==> src/rtl/ppmdec_pkg.sv <==
// Package: shared constants and types for the PPM frame channel decoder.
`timescale 1ns / 1ps

package ppmdec_pkg;

   // Default parameter values
   localparam int NUM_CHANNELS_DEFAULT = 10;
   localparam int COUNTER_BITS_DEFAULT = 16;

   // Fixed field widths
   localparam int WIDTH_BITS   = 16;
   localparam int CHANNEL_BITS = 4;
   localparam int CSR_DATA_BITS  = 16;
   localparam int CSR_INDEX_BITS = 2;

   // Register reset values
   localparam logic [WIDTH_BITS-1:0] SYNC_THRESHOLD_RESET = 16'd2100;
   localparam logic [WIDTH_BITS-1:0] TIMER_PERIOD_RESET   = 16'd65535;

   // Register indexes
   localparam logic [CSR_INDEX_BITS-1:0] CSR_SYNC_THRESHOLD = 2'd0;
   localparam logic [CSR_INDEX_BITS-1:0] CSR_TIMER_PERIOD   = 2'd1;

   // One result transaction
   typedef struct packed {
      logic                    width_valid;
      logic [CHANNEL_BITS-1:0] channel_number;
      logic [WIDTH_BITS-1:0]   pulse_width;
      logic                    frame_resync;
      logic                    counter_overflow;
   } result_type;

endpackage

==> src/rtl/ppm_frame_channel_decoder_top.sv <==
// Top level: PPM frame channel decoder with tick counter and output skid buffer.
`timescale 1ns / 1ps

// PPM frame channel decoder.
// Each request transaction is one timer tick; req_edge_seen flags a captured PPM
// edge in that tick. An internal tick counter wraps at timer_period; on each
// edge but the first of a frame the block returns the tick count since the
// previous edge with a zero-based channel number, and a width above
// sync_threshold restarts the frame. Every request gives exactly one response
// transaction, registered in the result register and presented on rsp_*;
// one transaction per cycle while req_ready is high, set by the single pass
// of decode logic between the counter/pointer registers and the result
// register. When the receiver stalls, one further transaction is parked in
// a skid register; req_ready then drops until the held response is taken.
// Reset (synchronous, active high) clears the counter, the previous edge time
// and the channel pointer (waiting for the first edge), empties the response
// path and loads the register defaults (sync_threshold 2100, timer_period
// 65535). CSR writes through csr_write_enable/csr_index/csr_write_data take
// effect at the next clock edge; indexes beyond timer_period are ignored.
module ppm_frame_channel_decoder_top #(
   parameter int NUM_CHANNELS = ppmdec_pkg::NUM_CHANNELS_DEFAULT,
   parameter int COUNTER_BITS = ppmdec_pkg::COUNTER_BITS_DEFAULT
) (
   input  logic                                   clock,
   input  logic                                   reset,
   // request channel
   input  logic                                   req_valid,
   output logic                                   req_ready,
   input  logic                                   req_edge_seen,
   // response channel
   output logic                                   rsp_valid,
   input  logic                                   rsp_ready,
   output logic                                   rsp_width_valid,
   output logic [ppmdec_pkg::CHANNEL_BITS-1:0]    rsp_channel_number,
   output logic [ppmdec_pkg::WIDTH_BITS-1:0]      rsp_pulse_width,
   output logic                                   rsp_frame_resync,
   output logic                                   rsp_counter_overflow,
   // configuration write port
   input  logic                                   csr_write_enable,
   input  logic [ppmdec_pkg::CSR_INDEX_BITS-1:0]  csr_index,
   input  logic [ppmdec_pkg::CSR_DATA_BITS-1:0]   csr_write_data
);

   localparam int WB   = ppmdec_pkg::WIDTH_BITS;
   localparam int CB   = ppmdec_pkg::CHANNEL_BITS;
   localparam int EXTW = (COUNTER_BITS > WB) ? COUNTER_BITS : WB;

   // configuration registers
   logic [WB-1:0] sync_threshold_ff, sync_threshold_in;
   logic [WB-1:0] timer_period_ff, timer_period_in;

   // decoder state
   logic [COUNTER_BITS-1:0] tick_count_ff, tick_count_in;
   logic [WB-1:0]           prev_edge_ff, prev_edge_in;
   logic [CB-1:0]           chan_ptr_ff, chan_ptr_in;

   // response path
   logic                   rsp_valid_ff, rsp_valid_in;
   logic                   skid_valid_ff, skid_valid_in;
   ppmdec_pkg::result_type rsp_data_ff, rsp_data_in;
   ppmdec_pkg::result_type skid_data_ff, skid_data_in;
   ppmdec_pkg::result_type result;

   logic            req_fire, rsp_fire;
   logic [EXTW-1:0] now_ext;
   logic [WB-1:0]   stamp, width;
   logic            wrap;
   logic [CB-1:0]   ptr_after_wrap;
   logic [CB:0]     ptr_inc;

   assign req_ready = !skid_valid_ff;
   assign req_fire  = req_valid && req_ready;
   assign rsp_fire  = rsp_valid_ff && rsp_ready;

   // CSR writes
   always_comb begin
      sync_threshold_in = sync_threshold_ff;
      timer_period_in   = timer_period_ff;
      if (csr_write_enable) begin
         case (csr_index)
            ppmdec_pkg::CSR_SYNC_THRESHOLD: sync_threshold_in = csr_write_data;
            ppmdec_pkg::CSR_TIMER_PERIOD:   timer_period_in   = csr_write_data;
            default: ;
         endcase
      end
   end

   // tick decode: wrap first, then the edge
   assign now_ext        = EXTW'(tick_count_ff);
   assign stamp          = now_ext[WB-1:0];
   assign width          = stamp - prev_edge_ff;
   assign wrap           = now_ext >= EXTW'(timer_period_ff);
   assign ptr_after_wrap = wrap ? '0 : chan_ptr_ff;
   assign ptr_inc        = {1'b0, ptr_after_wrap} + (CB+1)'(1);

   always_comb begin
      result        = '0;
      tick_count_in = tick_count_ff;
      prev_edge_in  = prev_edge_ff;
      chan_ptr_in   = chan_ptr_ff;
      if (req_fire) begin
         result.counter_overflow = wrap;
         tick_count_in = wrap ? '0 : tick_count_ff + COUNTER_BITS'(1);
         chan_ptr_in   = ptr_after_wrap;
         if (req_edge_seen) begin
            if (ptr_after_wrap == '0) begin
               // first edge of a frame
               tick_count_in = '0;
               prev_edge_in  = '0;
               chan_ptr_in   = CB'(1);
            end else begin
               result.width_valid    = 1'b1;
               result.channel_number = ptr_after_wrap - CB'(1);
               result.pulse_width    = width;
               prev_edge_in          = stamp;
               if (width > sync_threshold_ff) begin
                  // frame sync gap
                  result.frame_resync = 1'b1;
                  tick_count_in       = '0;
                  prev_edge_in        = '0;
                  chan_ptr_in         = CB'(1);
               end else if (ptr_inc > (CB+1)'(NUM_CHANNELS)) begin
                  chan_ptr_in = '0;
               end else begin
                  chan_ptr_in = ptr_inc[CB-1:0];
               end
            end
         end
      end
   end

   // response register with one skid entry
   always_comb begin
      rsp_valid_in  = rsp_valid_ff;
      skid_valid_in = skid_valid_ff;
      rsp_data_in   = rsp_data_ff;
      skid_data_in  = skid_data_ff;
      if (rsp_fire) begin
         if (skid_valid_ff) begin
            rsp_data_in   = skid_data_ff;
            skid_valid_in = 1'b0;
         end else begin
            rsp_valid_in = 1'b0;
         end
      end
      if (req_fire) begin
         if (!rsp_valid_ff || rsp_fire) begin
            rsp_data_in  = result;
            rsp_valid_in = 1'b1;
         end else begin
            skid_data_in  = result;
            skid_valid_in = 1'b1;
         end
      end
   end

   // control and state registers
   always_ff @(posedge clock) begin
      if (reset) begin
         sync_threshold_ff <= ppmdec_pkg::SYNC_THRESHOLD_RESET;
         timer_period_ff   <= ppmdec_pkg::TIMER_PERIOD_RESET;
         tick_count_ff     <= '0;
         prev_edge_ff      <= '0;
         chan_ptr_ff       <= '0;
         rsp_valid_ff      <= 1'b0;
         skid_valid_ff     <= 1'b0;
      end else begin
         sync_threshold_ff <= sync_threshold_in;
         timer_period_ff   <= timer_period_in;
         tick_count_ff     <= tick_count_in;
         prev_edge_ff      <= prev_edge_in;
         chan_ptr_ff       <= chan_ptr_in;
         rsp_valid_ff      <= rsp_valid_in;
         skid_valid_ff     <= skid_valid_in;
      end
   end

   // payload registers
   always_ff @(posedge clock) begin
      rsp_data_ff  <= rsp_data_in;
      skid_data_ff <= skid_data_in;
   end

   assign rsp_valid            = rsp_valid_ff;
   assign rsp_width_valid      = rsp_data_ff.width_valid;
   assign rsp_channel_number   = rsp_data_ff.channel_number;
   assign rsp_pulse_width      = rsp_data_ff.pulse_width;
   assign rsp_frame_resync     = rsp_data_ff.frame_resync;
   assign rsp_counter_overflow = rsp_data_ff.counter_overflow;

   // channel pointer stays within the frame
   a_ptr_range: assert property (@(posedge clock) disable iff (reset)
      chan_ptr_ff <= CB'(NUM_CHANNELS))
      else $error("channel pointer beyond last channel");

   // skid entry only ever backs up a held response
   a_skid_behind_rsp: assert property (@(posedge clock) disable iff (reset)
      skid_valid_ff |-> rsp_valid_ff)
      else $error("skid entry valid with empty response register");

   // a transaction taken during a stall lands in the skid entry
   a_stall_to_skid: assert property (@(posedge clock) disable iff (reset)
      (req_fire && rsp_valid_ff && !rsp_ready) |=> skid_valid_ff)
      else $error("stalled transaction not parked");

   // a response without a width carries zero channel, width and resync fields
   a_no_width_zero: assert property (@(posedge clock) disable iff (reset)
      (rsp_valid_ff && !rsp_data_ff.width_valid) |->
         (rsp_data_ff.channel_number == '0 && rsp_data_ff.pulse_width == '0 &&
          !rsp_data_ff.frame_resync))
      else $error("response without width has nonzero fields");

   // frame sync rewinds the counter and re-arms the first channel
   a_resync_rearm: assert property (@(posedge clock) disable iff (reset)
      (req_fire && result.frame_resync) |=>
         (tick_count_ff == '0 && prev_edge_ff == '0 && chan_ptr_ff == CB'(1)))
      else $error("frame sync did not re-arm");

endmodule
==> config.mk <==
export PLATFORM = sky130hd
export DESIGN_NAME = ppm_frame_channel_decoder_top
export DESIGN_NICKNAME = d
export VERILOG_FILES = /design/src/rtl/ppmdec_pkg.sv /design/src/rtl/ppm_frame_channel_decoder_top.sv
export SDC_FILE = /design/constraint.sdc
export NUM_CORES = 1
export LEC_CHECK = 0
export BUFFER_PORTS_ARGS = -buffer_cell sky130_fd_sc_hd__buf_4
export CORE_UTILIZATION = 39
export DETAILED_ROUTE_END_ITERATION = 7
export PLACE_DENSITY = 0.53
export REMOVE_ABC_BUFFERS = 1
export SYNTH_ARGS = -nofsm -noshare
export SYNTH_HDL_FRONTEND = slang
export SYNTH_SLANG_ARGS = --single-unit
export TNS_END_PERCENT = 50
==> constraint.sdc <==
create_clock -name clock -period 10.2 [get_ports clock]
set_input_delay 1.53 -clock clock [delete_from_list [all_inputs] [get_ports clock]]
set_output_delay 1.53 -clock clock [all_outputs]
set_load 0.05 [all_outputs]
======== Yosys cells after proc, flatten, opt, wreduce, memory -nomap -nowiden ========
Cells that the tools add are included.
storage, ports and cells
  flip-flop bits (word level) ............. 116
  input port bits ......................... 24
  output and inout bits ................... 25
  logic and storage cells ................. 62
operators by class
  add/sub/neg operators ................... 4
  order comparisons ....................... 3
  equality and inequality tests ........... 1
  muxes and demuxes ....................... 25
  bitwise logic cells ..................... 1
  reduce and logical (&&, ||, !) cells .... 11
operator list
  operator                                                              count
  16-bit 2-to-1 mux                                                     6
  23-bit 2-to-1 mux                                                     4
  22-bit 2-to-1 mux                                                     2
  4-bit 2-to-1 mux                                                      5
  16-bit by 1-bit adder with 16-bit output, second input constant       1
  16-bit greater-or-equal comparator                                    1
  16-bit > comparator                                                   1
  16-bit subtractor                                                     1
  1-bit 2-to-1 mux                                                      8
  2-bit AND reduction                                                   4
  4-bit by 1-bit adder with 5-bit output, second input constant         1
  5-bit by 4-bit > comparator with 1-bit output, second input constant  1
  4-bit zero test                                                       1
  4-bit by 1-bit subtractor with 4-bit output, second input constant    1
  2-bit by 1-bit == test with 1-bit output, second input constant       1
  1-bit logical AND                                                     2
  1-bit zero test                                                       2
  2-bit zero test                                                       1
  1-bit logical OR                                                      1
  1-bit inverter                                                        1

======== Depth between registers and ports, before layout ========
  depth after elaboration ................. 8
  gate-level depth with buffers ........... 18
  depth with buffers taken out ............ 17

======== Worst setup path after synthesis ========
OpenSTA, ideal clock, no wires.
  kind .................................... reg-to-reg
  start ................................... register tick_count_ff[3], in the netlist now_ext[3]
  end ..................................... register tick_count_ff[10], in the netlist now_ext[10]
  setup time .............................. 0.128 ns
  arrival time ............................ 3.502 ns
  data required time ...................... 10.072 ns
  slack ................................... 6.570 ns
  cell stages (with the launch flop) ...... 18
  buffers on the path ..................... 1
  period minus slack after synthesis ...... 3.630 ns
  cells stage by stage .................... dfxtp_1 -> ha_1 -> a21o_1 -> a21oi_1 -> nand2_1 -> a21oi_1 -> mux2i_1 -> and3_1 -> inv_1 -> ha_1 -> nand4_1 -> nor2_1 -> o221ai_1 -> a221oi_1 -> nand2b_1 -> a21o_1 -> clkbuf_1 -> nor2_1
on the way
  word-level cells in the longest chain between the ends .. 5
  elaborated cells between the ends (all ways) .. 10
  those cells by class .................... 2 x add/sub; 2 x order compare; 5 x mux; 1 x reduce/logical
RTL lines
  item                                                  line                                                                        RTL
  start, declared                                       ppm_frame_channel_decoder_top.sv:53                                         logic [COUNTER_BITS-1:0] tick_count_ff, tick_count_in;
  start signal, assigned                                ppm_frame_channel_decoder_top.sv:170                                        tick_count_ff <= tick_count_in;
  16-bit subtractor, or another cell as far along       ppm_frame_channel_decoder_top.sv:91                                         assign width = stamp - prev_edge_ff;
  16-bit > comparator, or another cell as far along     ppm_frame_channel_decoder_top.sv:116                                        if (width > sync_threshold_ff) begin
  16-bit 2-to-1 mux or 4-bit zero test (tied branches)  ppm_frame_channel_decoder_top.sv:116, ppm_frame_channel_decoder_top.sv:106
  16-bit 2-to-1 mux                                     ppm_frame_channel_decoder_top.sv:106                                        if (ptr_after_wrap == '0) begin
  16-bit 2-to-1 mux (*)                                 ppm_frame_channel_decoder_top.sv:105                                        if (req_edge_seen) begin
Mark *: on every way between the ends. The rest lies on a longest branch, timed or not.
A chain may end at the register's enable or synchronous reset.

======== Worst setup path in the final report ========
  start ................................... register prev_edge_ff[1]
  end ..................................... register chan_ptr_ff[3]
on the way
  word-level cells in the longest chain between the ends .. 5
RTL lines
  item                    line                                  RTL
  start, declared         ppm_frame_channel_decoder_top.sv:54   logic [WB-1:0] prev_edge_ff, prev_edge_in;
  start signal, assigned  ppm_frame_channel_decoder_top.sv:171  prev_edge_ff <= prev_edge_in;
  16-bit subtractor       ppm_frame_channel_decoder_top.sv:91
  16-bit > comparator     ppm_frame_channel_decoder_top.sv:116
  4-bit 2-to-1 mux        ppm_frame_channel_decoder_top.sv:116
  4-bit 2-to-1 mux        ppm_frame_channel_decoder_top.sv:106
  4-bit 2-to-1 mux        ppm_frame_channel_decoder_top.sv:105
  end signal, assigned    ppm_frame_channel_decoder_top.sv:172  chan_ptr_ff <= chan_ptr_in;
  end, declared           ppm_frame_channel_decoder_top.sv:55   logic [CB-1:0] chan_ptr_ff, chan_ptr_in;
Every way passes these cells.

==> run summary <==
Initial Utilization - 0.402
Setup TNS - 0 ns
Max Cap Viol - 0
PD cells - 161 nW/µm²
Initial DRC Count - 312
reg-to-reg slack, setup - 5.44 ns
fillers - 1498
top cell type's share of synthesized area - 0.303
die area - 16300 µm²
synthesis-stage register bit count - 116
CP Capture Point - chan_ptr_ff[3]
top post-synthesis cells by area - dfxtp_1 30%, edfxtp_1 11%, ha_1 10%
placed insts - 927
first-pass GRT wire length - 25.2 mm
CP endpoint kind - register
Worst path most repeated cell - a21oi_1
CTS sink cnt - 116
fin nets - 811
CTS Hold Buffers Added - 0
max_slew headroom - 0.211
Primary FF master, synth - dfxtp_1
final core occ - 0.476
Leak Pwr - 3.35 nW
final setup vio count - 0
worst reg2reg startpoint - prev_edge_ff[1]
routed len/inst - 16.2 µm
residual DRC count - 0
worst-path maximum fanout - 20
Setup WS post-layout - 5.44 ns
vias in the first global route - 4773
I/O Buffers - 48
Num CTS Buffers - 17
Yosys warnings - 0
skew final - 0.00891 ns
worst vdd ir - 0.000104 V
Hold WS - 0.455 ns
ANT cells - 0
final worst path period share - 0.467
worst r2r path cells - 17
Final Max Tran Viols - 0
Yosys cell types - 67
sequential share of the synthesized area - 0.415
largest net degree at the start of global routing - 44
CP arrival - 5.10 ns
Skew-Pair Late Insertion Delay - 0.41 ns
Post-CTS Resized - 0
# Post-CTS Setup Buffers - 0
layout cells sized above 1 - 0.138
Placeable Area - 15300 µm²
Reg clk slew, reported paths - 0.06 ns
area leader, netlist - dfxtp_1
crit path time final - 4.76 ns
die width - 128 µm
gr ovfl total - 0
total routed wirelength - 15.5 mm
Fin. Hold Viols - 0
worst setup path category - register to register
non-filler cells in the finished layout - 959
Max Root-Sink Buffers - 2
first drt pass iteration count - 5
Least-Margin Pin Slew - 1.18 ns
critical-path cell list - inv_1 -> ha_1 -> nor2b_1 -> o2111ai_1 -> nand2_1 -> a21oi_1 -> o31a_1 -> o211a_1 -> inv_1 -> ha_1 -> a21oi_1 -> o211ai_1 -> a21oi_1 -> a22oi_1 -> a2111oi_4 -> a32oi_2 -> o21ai_2
Cells after Synth - 691
row count - 45
io pins - 49
Via Count - 4931
EDFF count, synth - 23
Avg Inst Size Synth - 8.91 µm²
synthesized cell area - 6150 µm²
initial antenna violation count - 0
ys async rst share - 0
drt via density - 5.14
chip height - 128 µm
HPWL Detailed - 11.6 mm
DP Worst Slack - 5.50 ns
P&R area growth vs syn - 18.4%
Final Wtd Congestion - 0.830
CTS Root Cell - clkbuf_16
H-tree levels - 4
HP Class - register to register
CP startpoint - prev_edge_ff[1]
RR Endpoint - chan_ptr_ff[3]
post-route ant nets - 0
max incr delay on CP - 1.07 ns
fmax - 210 MHz
status - finished clean
RSZ-0062 raised after global routing - false
critical path launch point type - register
Slowest-stage cell, CP - a2111oi_4
Tot GR Track Use - 0.205
Data required, critical path - 10.54 ns
TritonCTS clock tree - built
where the power goes:
part | total (mW) | internal (mW) | switching (mW)
registers | 0.485 | 0.479 | 0.00658
logic | 0.100 | 0.0346 | 0.0658
clock network | 0.590 | 0.385 | 0.205
total | 1.18 | 0.899 | 0.277
layer usage:
| layer | GRT usage | vias up | share of wire |
|---|---|---|---|
| met1 | 0.281 | 2313 | 0.51 |
| li1 | - | 2503 | - |
| met2 | 0.312 | 90 | 0.44 |
| met5 | 0 | - | 0 |
| met3 | 0.0419 | 25 | 0.034 |
| met4 | 0.0865 | 0 | 0.024 |
critical path, delay by kind of cell (launching register included):
family          cells  cell delay, ns
buf+inv             2            0.11
fa+ha+maj           2            0.57
compound gates     11            3.35
flops               1            0.38
simple gates        2            0.27
cell families (layout without fill, tap and decap cells):
| family | Yosys count | count (layout) | share of synthesized area |
|---|---|---|---|
| AO/OA/AOI/OAI | 165 | 165 | 0.183 |
| XOR/XNOR | 25 | 25 | 0.0356 |
| adder cells (fa/ha/maj) | 52 | 52 | 0.107 |
| buffers and inverters | 93 | 150 | 0.0598 |
| flip-flops | 116 | 116 | 0.415 |
| multiplexers | 24 | 24 | 0.0390 |
| AND/OR/NAND/NOR | 216 | 216 | 0.161 |
cell usage after synthesis (all sizes together), types with 13 or more instances:
library cell	count
nand2	57
ha	51
nor2	79
nand3	22
inv	65
mux2i	24
a21oi	42
dfxtp	93
a22o	16
o21ai	44
clkbuf	21
edfxtp	23
a21o	13
xor2	13
cell type report:
type                    instances  area, µm²  area share
clock inverters                12        136      0.0187
inverters                      65        244      0.0335
repair buffers                 53        398      0.0546
clock buffers                  20        447      0.0613
multi-input cells             482       3250       0.445
flip-flops and latches        116       2550       0.350
well taps                     211        264      0.0362
worst min path at each step:
stage	from	end	slack (ns)	cells past startpoint
after floorplan	sync_threshold_ff[10]	sync_threshold_ff[10]	0.43	2
after global placement	sync_threshold_ff[15]	sync_threshold_ff[15]	0.45	2
after detailed placement	sync_threshold_ff[10]	sync_threshold_ff[10]	0.45	2
after CTS	sync_threshold_ff[14]	sync_threshold_ff[14]	0.46	2
after global routing	sync_threshold_ff[12]	sync_threshold_ff[12]	0.48	2
final	sync_threshold_ff[14]	sync_threshold_ff[14]	0.46	2
flip-flops by register name (all words and copies together) (netlist names):
register / cells
rsp_frame_resync: 1
rsp_counter_overflow: 1
timer_period_ff: 16
now_ext: 16
rsp_width_valid: 1
skid_valid_ff: 1
rsp_pulse_width: 16
sync_threshold_ff: 16
chan_ptr_ff: 4
prev_edge_ff: 16
rsp_channel_number: 4
rsp_valid: 1
skid_data_ff: 23
metrics by stage:
stage | total power, mW | instance area, µm²
finish | 1.18 | 7290
floorplan | 0.556 | 6030
detailed placement | 0.595 | 6700
CTS | 1.19 | 7290
global placement | 0.594 | 6700
global route | 1.22 | 7290
layout by cell type, fill, tap and decap left out, types with 4 or more instances in the layout:
| cell | Yosys | routed |
|---|---|---|
| a22o_2 | 9 | 9 |
| ha_1 | 51 | 51 |
| inv_1 | 64 | 64 |
| xnor2_1 | 12 | 12 |
| and2_1 | 12 | 12 |
| nor3_1 | 10 | 10 |
| nor2b_1 | 5 | 5 |
| nand3_1 | 22 | 22 |
| a211o_1 | 7 | 7 |
| edfxtp_1 | 23 | 23 |
| nand2_1 | 57 | 57 |
| o21ai_0 | 41 | 41 |
| clkbuf_16 | 0 | 17 |
| xor2_1 | 13 | 13 |
| mux2i_1 | 24 | 24 |
| a21o_1 | 12 | 12 |
| dfxtp_1 | 93 | 93 |
| nand3b_1 | 4 | 4 |
| clkinv_1 | 0 | 4 |
| buf_4 | 0 | 53 |
| a21oi_1 | 41 | 40 |
| a22o_1 | 7 | 7 |
| nand4_1 | 7 | 7 |
| o21a_1 | 5 | 5 |
| and3_1 | 5 | 5 |
| a211oi_1 | 4 | 4 |
| o211ai_1 | 4 | 4 |
| nor2_1 | 79 | 78 |
Power figures use the tool's default switching activity.
